==> config.mk <==
export PLATFORM = sky130hd
export DESIGN_NAME = tcw_ctrl
export DESIGN_NICKNAME = d
export VERILOG_FILES = /design/src/design/tcw_pkg.sv /design/src/design/tcw_ctrl.sv
export SDC_FILE = /design/constraint.sdc
export NUM_CORES = 1
export LEC_CHECK = 0
export ABC_CLOCK_PERIOD_IN_PS = 1200
export BUFFER_PORTS_ARGS = -buffer_cell sky130_fd_sc_hd__buf_2
export CORE_AREA = 2 2 39 41
export CTS_CLUSTER_DIAMETER = 50
export DETAILED_ROUTE_END_ITERATION = 16
export DIE_AREA = 0 0 41 43
export GPL_TIMING_DRIVEN = 1
export PLACE_DENSITY = 0.48
export SETUP_SLACK_MARGIN = 0.05
export SYNTH_ARGS = -nofsm -noshare
export SYNTH_HDL_FRONTEND = slang
export SYNTH_SLANG_ARGS = --single-unit
==> constraint.sdc <==
create_clock -name clk -period 1.2 [get_ports clk]
set_input_delay 0.12 -clock clk [delete_from_list [all_inputs] [get_ports clk]]
set_output_delay 0.12 -clock clk [all_outputs]
set_load 0.05 [all_outputs]
==> src/design/tcw_pkg.sv <==
// shared types, constants and control structs for the text console writer
`timescale 1ns / 1ps

package tcw_pkg;

  localparam int COLS     = 80;
  localparam int ROWS     = 25;
  localparam int CELLS    = COLS * ROWS;
  localparam int COL_W    = (COLS > 1) ? $clog2(COLS) : 1;
  localparam int ROW_W    = $clog2(ROWS);
  localparam int ADDR_W   = $clog2(CELLS);
  localparam int CNT_W    = $clog2(CELLS + 1);
  localparam int CURSOR_W = 11;

  localparam logic [7:0]  NEWLINE_CODE = 8'd10;
  localparam logic [7:0]  BLANK_CODE   = 8'h20;
  localparam logic [7:0]  ATTR_RESET   = 8'h07;
  localparam logic [15:0] RESET_CELL   = {ATTR_RESET, BLANK_CODE};

  localparam int CFG_ADDR_W  = 3;
  localparam int CFG_DATA_W  = 32;
  localparam int REG_ATTRIBUTE = 0;

  typedef enum logic [1:0] {
    ACT_PRINT      = 2'd0,
    ACT_SET_CURSOR = 2'd1,
    ACT_CLEAR      = 2'd2,
    ACT_READ       = 2'd3
  } action_t;

  typedef struct packed {
    action_t     action;
    logic [7:0]  character;
    logic        use_position;
    logic [6:0]  column;
    logic [4:0]  line;
  } request_t;

  typedef struct packed {
    logic [CURSOR_W-1:0] cursor;
    logic [7:0]          read_char;
    logic                scrolled;
  } result_t;

  typedef enum logic [1:0] {
    SWEEP_HOLD,
    SWEEP_CLEAR,
    SWEEP_STEP
  } sweep_op_t;

  typedef enum logic [2:0] {
    WR_NONE,
    WR_CHAR,
    WR_COPY,
    WR_BLANK,
    WR_RESET
  } wr_sel_t;

  typedef struct packed {
    logic      accept;
    logic      exec;
    logic      read_sweep;
    logic      load_result;
    sweep_op_t sweep_op;
    wr_sel_t   wr_sel;
  } dp_ctl_t;

  typedef struct packed {
    action_t action;
    logic    scroll_needed;
    logic    sweep_last;
    logic    scroll_last;
    logic    out_free;
  } dp_status_t;

endpackage

==> src/design/tcw_ctrl.sv <==
// sequencing state machine for the text console writer
`timescale 1ns / 1ps

module tcw_ctrl (
  input  logic                clk,
  input  logic                rst,
  input  logic                request_valid,
  output logic                request_stall,
  input  tcw_pkg::dp_status_t sts,
  output tcw_pkg::dp_ctl_t    ctl
);
  import tcw_pkg::*;

  typedef enum logic [2:0] {
    ST_INIT,
    ST_IDLE,
    ST_EXEC,
    ST_SCROLL,
    ST_FILL,
    ST_DONE
  } state_t;

  state_t state;
  state_t state_next;

  assign request_stall = (state != ST_IDLE);

  always_comb begin
    ctl        = '0;
    ctl.sweep_op = SWEEP_HOLD;
    ctl.wr_sel   = WR_NONE;
    state_next = state;
    unique case (state)
      ST_INIT: begin
        ctl.wr_sel   = WR_RESET;
        ctl.sweep_op = SWEEP_STEP;
        if (sts.sweep_last) begin
          state_next = ST_IDLE;
        end
      end
      ST_IDLE: begin
        if (request_valid) begin
          ctl.accept = 1'b1;
          state_next = ST_EXEC;
        end
      end
      ST_EXEC: begin
        ctl.exec = 1'b1;
        unique case (sts.action)
          ACT_PRINT: begin
            ctl.wr_sel = WR_CHAR;
            if (sts.scroll_needed) begin
              ctl.sweep_op = SWEEP_CLEAR;
              state_next   = ST_SCROLL;
            end else if (sts.out_free) begin
              ctl.load_result = 1'b1;
              state_next      = ST_IDLE;
            end else begin
              state_next = ST_DONE;
            end
          end
          ACT_SET_CURSOR: begin
            if (sts.out_free) begin
              ctl.load_result = 1'b1;
              state_next      = ST_IDLE;
            end else begin
              state_next = ST_DONE;
            end
          end
          ACT_CLEAR: begin
            ctl.sweep_op = SWEEP_CLEAR;
            state_next   = ST_FILL;
          end
          ACT_READ: begin
            // read data comes back registered, pick it up in done
            state_next = ST_DONE;
          end
        endcase
      end
      ST_SCROLL: begin
        ctl.read_sweep = 1'b1;
        ctl.wr_sel     = WR_COPY;
        if (sts.scroll_last) begin
          ctl.sweep_op = SWEEP_HOLD;
          state_next   = ST_FILL;
        end else begin
          ctl.sweep_op = SWEEP_STEP;
        end
      end
      ST_FILL: begin
        ctl.wr_sel   = WR_BLANK;
        ctl.sweep_op = SWEEP_STEP;
        if (sts.sweep_last) begin
          state_next = ST_DONE;
        end
      end
      ST_DONE: begin
        if (sts.out_free) begin
          ctl.load_result = 1'b1;
          state_next      = ST_IDLE;
        end
      end
      default: begin
        state_next = ST_INIT;
      end
    endcase
  end

  always_ff @(posedge clk) begin
    if (rst) begin
      state <= ST_INIT;
    end else begin
      state <= state_next;
    end
  end

endmodule

==> results.tsv, run 1 <==
metric	value	unit
Mapped Area	342	um^2
Slew headroom	0.840	
GRT Total Usage	0.136	
M3 GR Usage	0.0628	
TritonCTS clock tree	built	
layout cell share with drive strength beyond 1	0.756	
commonest cells after routing, fill and taps aside	12 x buf_4, 11 x buf_6, 8 x buf_2	
type of origin of the critical path	flip-flop	
Clock Skew	0.000368	ns
Synth cell types	24	
Root Driver	clkbuf_4	
Crit Path Class	flip-flop to output port	
row count	14	
DP Cell Count	89	
Routed WL	1.12	mm
Peak VDD IR	0.000554	V
DIE WIDTH	41	um
# IOs	19	
Final period util	1.21	
WP data arrival	1.34	ns
Syn Inst Count	46	
Vias per Instance	4.48	
1st-iter DRT viols	8	
Non-Filler Instances	98	
DIE AREA	1760	um^2
routed wire length per instance	11.4	um
final-report hold violation count	0	
PD cells	1000	nW/um^2
ANT nets after route	0	
GRT busiest layer	met2	
register area share after synthesis	0.176	
Starting Density	0.247	
syn avg cell area	7.43	um^2
reg-to-reg setup timing slack	-0.08	ns
DRC violations left	0	
setup violators final	12	
area delta synth->final	124	%
nets@finish	92	
worst skew pair latency	0.23	ns
final design utilization	0.552	
crit path max fanout	4	
CTS Buf Count	3	
pin count of the biggest net entering global routing	9	
commonest non-fill, non-tap cell in the layout	buf_4	
syn nets	55	
Critical Path RT	1.08	ns
max reg flops	3	
Worst setup EP type	output port	
routability cong.	0.741	
Clock transition at path regs	0.04	ns
Final TNS setup	-1.48	ns
failing checks	negative setup slack	
Max Buffers Root-to-Sink	2	
number of global-route vias before repair	400	
Slew @ Worst Pin	0.240	ns
Slew Limit Fails	0	
final period demand of the worst path	1.46	ns
total power	766	uW
# diodes	0	
Chip Height	43	um
Sink Count	3	
Ys Warns	0	
via count	439	
fmax	686	MHz
Worst Hold Class	input port to flip-flop	
met1 Use GR	0.163	
Clock H-tree levels	1	
pre-CTS setup slack	-0.148	ns
hold buffer count at CTS	0	
global-route wire length before repair	1.65	mm
Regs by FF count	state x3	
unrepaired setup endpoints after global routing	true	
#FFs+latches synth	3	
max cap viols	0	
post-route setup slack	-0.257	ns
grt ovf	0	
Lkg Pwr	0.358	nW
routing usage on met2	0.219	
Reg with most FFs	state	
total iterations of the first detailed-routing run	4	
antenna violations before repair	0	
placeable core area	1380	um^2
hpwl dp	808	um
Port Buf Inserts	18	
status	finished with violations	
==> through the flow <==
step	area (um^2)	hold slack [ns]
finish	764	0.0724
global route	764	0.0650
CTS	706	0.0612
detailed placement	569	0.318
global placement	569	0.324
floorplan	407	0.189
==> metal layers <==
layer	vias to the layer above	wire length, um	part of all wire
li1	232	-	-
met1	194	476	0.43
met2	13	565	0.51
met3	0	75	0.067
met4	0	0	0
met5	-	0	0
==> worst paths after layout <==
check / start / end / cells past startpoint
max: state[0] / ctl[5] / 5
min: rst / state[1] / 2
max reg2reg: state[0] / state[2] / 6
min reg2reg: state[1] / state[2] / 4
==> synth_stat cells, drive strengths merged <==
cell	count	share of area
nand3b	1	0.059
buf	3	0.099
nand2b	1	0.018
inv	5	0.055
nor2	6	0.088
a211oi	1	0.022
and4b	1	0.029
a31oi	2	0.037
nor3	4	0.092
nor2b	2	0.037
a21oi	4	0.059
mux2i	1	0.029
o32ai	1	0.026
nand2	2	0.029
dfxtp	3	0.18
or2	1	0.018
and2	2	0.040
o21ai	6	0.088
==> critical path: stages, from the launching register on <==
cell and delay, ns:
dfxtp_4 0.36, nor2_4 0.11, nand2_2 0.06, o32ai_2 0.24, and2_4 0.19, buf_8 0.14
==> cell type report <==
type	count	area, um^2
tap	16	20.0
inverter	5	18.8
sequential	3	71.3
clock buffer	4	26.3
timing repair buffer	35	314
fill	131	619
multi-input combinational	35	314
==> repair_timing <==
| action | CTS | global route |
|---|---|---|
| endpoints found under the setup margin | 13 | 12 |
| buffers inserted | 1 | 4 |
| pin swaps | 3 | 9 |
| gates resized for setup | 34 | 9 |
==> power by group <==
part	internal (mW)	switching, mW
Combinational	0.210	0.245
Clock	0.125	0.0545
Sequential	0.110	0.0209
Total	0.446	0.321
==> kinds of logic (layout without fill, tap and decap cells) <==
group | after synthesis | after routing | share of synthesized area
mux | 1 | 1 | 0.0293
compound gates | 14 | 14 | 0.231
flops | 3 | 3 | 0.176
simple gates | 20 | 20 | 0.410
buf+inv | 8 | 44 | 0.154
No activity file was read; power rests on OpenSTA's default activity.
==> run 2, diff against run 1 <==
--- a/config.mk
+++ b/config.mk
@@ -5,6 +5,7 @@
 export SDC_FILE = /design/constraint.sdc
 export NUM_CORES = 1
 export LEC_CHECK = 0
+export ABC_AREA = 1
 export ABC_CLOCK_PERIOD_IN_PS = 1200
 export BUFFER_PORTS_ARGS = -buffer_cell sky130_fd_sc_hd__buf_2
 export CORE_AREA = 2 2 39 41
@@ -12,7 +13,7 @@
 export DETAILED_ROUTE_END_ITERATION = 16
 export DIE_AREA = 0 0 41 43
 export GPL_TIMING_DRIVEN = 1
-export PLACE_DENSITY = 0.48
+export PLACE_DENSITY = 0.46
 export SETUP_SLACK_MARGIN = 0.05
 export SYNTH_ARGS = -nofsm -noshare
 export SYNTH_HDL_FRONTEND = slang
==> run 2 against run 1 <==
  * The run still ends with negative setup slack left
  * Clock skew is essentially flat
  * Power grew 2.8%
  * Global-route usage grew 0.59 points
  * Critical path type unchanged
  * Largest cell class unchanged
  * Largest power group unchanged
  * Highest routed layer unchanged
==> results.tsv, run 2 <==
metric	value	unit
final-report hold violation count	0	
Ys Warns	0	
pin count of the biggest net entering global routing	6	
Critical Path RT	1.08	ns
post-synth top area cell	dfxtp_1	
pre-CTS setup slack	-0.0537	ns
Clock H-tree levels	1	
status	finished with violations	
Most used DFF post-synth	dfxtp_1	
hold path depth	2	
Vias per Instance	4.33	
Regs by FF count	state x3	
layout cell share with drive strength beyond 1	0.698	
Chip Height	43	um
Slew Limit Fails	0	
max reg flops	3	
commonest cells in the netlist	12 x nand2_1, 7 x inv_1, 7 x nor2_1	
max cap viols	0	
Cell Int Power	431	uW
Syn Inst Count	55	
routed wire length per instance	9.84	um
Root Driver	clkbuf_4	
DP Area	520	um^2
Clock Skew	0.000446	ns
final period demand of the worst path	1.34	ns
Worst setup EP type	output port	
largest cells by area after synthesis	dfxtp_1 19%, nand2_1 14%, inv_1 8.2%	
#FFs+latches synth	3	
worst r2r src	state[1]	
nets@finish	96	
WHS Endpoint	state[0]	
type of origin of the critical path	flip-flop	
Async S/R FF share, synth	0	
WP data arrival	1.22	ns
Max Buffers Root-to-Sink	2	
post-route setup slack	-0.143	ns
DIE AREA	1760	um^2
combinational share of power	0.609	
Net Sw Frac	0.453	
unrepaired setup endpoints after global routing	true	
global-route wire length before repair	1.66	mm
crit path launch	state[1]	
Post-synth EDFFs	0	
GRT Total Usage	0.142	
failing checks	negative setup slack	
Sw Pwr	356	uW
ANT nets after route	0	
# diodes	0	
count leader, synth	nand2_1	
Port Buf Inserts	18	
fmax	744	MHz
DRC violations left	0	
routability cong.	0.754	
fin area	706	um^2
CTS Buf Count	3	
TritonCTS clock tree	built	
Synth top area share	0.188	
Sink Count	3	
DIE WIDTH	41	um
setup violators final	6	
hpwl dp	800	um
Worst Hold Launch	rst	
worst skew pair latency	0.23	ns
register area share after synthesis	0.188	
Starting Density	0.231	
Slew @ Worst Pin	0.197	ns
Reg power frac	0.170	
worst r2r path cells	9	
syn avg cell area	5.80	um^2
reg-to-reg setup timing slack	0	ns
Mapped Area	319	um^2
# IOs	19	
Crit Path Class	flip-flop to output port	
total power	788	uW
PD cells	1120	nW/um^2
Slew headroom	0.868	
Reg with most FFs	state	
placeable core area	1380	um^2
Clk pwr share	0.221	
Peak VDD IR	0.000845	V
area delta synth->final	121	%
Final period util	1.12	
1st-iter DRT viols	1	
antenna violations before repair	0	
grt ovf	0	
syn nets	64	
row count	14	
Synth cell types	16	
total iterations of the first detailed-routing run	2	
via count	442	
Worst Hold Class	input port to flip-flop	
Final TNS setup	-0.480	ns
crit path max fanout	5	
number of global-route vias before repair	418	
Lkg Pwr	0.339	nW
reg2reg end	state[0]	
number of fill cells	145	
Routed WL	1.00	mm
Clock transition at path regs	0.04	ns
worst hold slack	0.0695	ns
hold buffer count at CTS	0	
commonest cells after routing, fill and taps aside	8 x nand2_1, 8 x buf_2, 8 x buf_6	
==> run 2: cell types whose count changed in the layout (fill, tap and decap cells not counted), sizes merged, moves of 2 or more <==
| cell | delta |
|---|---|
| nor3 | -4 |
| nand2 | +14 |
| nand3 | +3 |
| nor2b | -2 |
| and2 | -2 |
| o21ai | -3 |
| buf | -8 |
| inv | +5 |
| nor2 | +5 |
| a31oi | -2 |
==> run 2: timing repair <==
action / 4_1_cts / 5_1_grt
buffers inserted: 4 / 0
setup endpoints to repair: 11 / 13
pin swaps: 5 / 2
endpoints found under the hold margin: 0 / 0
gates resized for setup: 30 / 9
==> run 2: cell families after synthesis <==
group | Yosys count | share of synthesized area
compound gates | 9 | 0.161
buf+inv | 10 | 0.118
flops | 3 | 0.188
simple gates | 33 | 0.533
==> run 2: power by group through the flow <==
stage	clock network [mW]	registers (mW)	logic, mW
CTS	0.183	0.131	0.466
floorplan	0	0.133	0.265
global placement	0	0.132	0.363
finish	0.174	0.134	0.479
global route	0.198	0.136	0.513
detailed placement	0	0.132	0.363
==> run 2: cell type report <==
class,count,area [um^2],area share
multi-input combinational,42,300,0.426
timing repair buffer,27,243,0.344
sequential,3,71.3,0.101
inverter,10,45.0,0.0638
clock buffer,4,26.3,0.0372
tap,16,20.0,0.0284
==> run 2: metal layers <==
metal / share of wire / track usage
met1: 0.41 / 0.166
met2: 0.52 / 0.216
met3: 0.062 / 0.0628
met4: 0 / 0.0600
met5: 0 / 0
==> run 2: per-stage QoR <==
step            util  std cells
5_1_grt        0.510        102
2_1_floorplan      -         55
4_1_cts        0.491        102
3_5_place_dp   0.376         94
6_report       0.510        102
3_3_place_gp   0.376         94
==> run 2: worst max-delay path by stage <==
stage                     cells past startpoint  slack (ns)  endpoint
final                                         5       -0.14    ctl[5]
after global routing                          5       -0.21    ctl[5]
after detailed placement                      6       -0.05    ctl[5]
after global placement                        6       -0.01    ctl[5]
after floorplan                               5       -0.41    ctl[5]
after CTS                                     5       -0.14    ctl[5]
==> run 2: critical path: stages (launching register included) <==
cell and delay [ns]:
dfxtp_4 0.39, nand2_4 0.06, nor2_4 0.10, inv_2 0.07, o31ai_4 0.19, buf_6 0.19
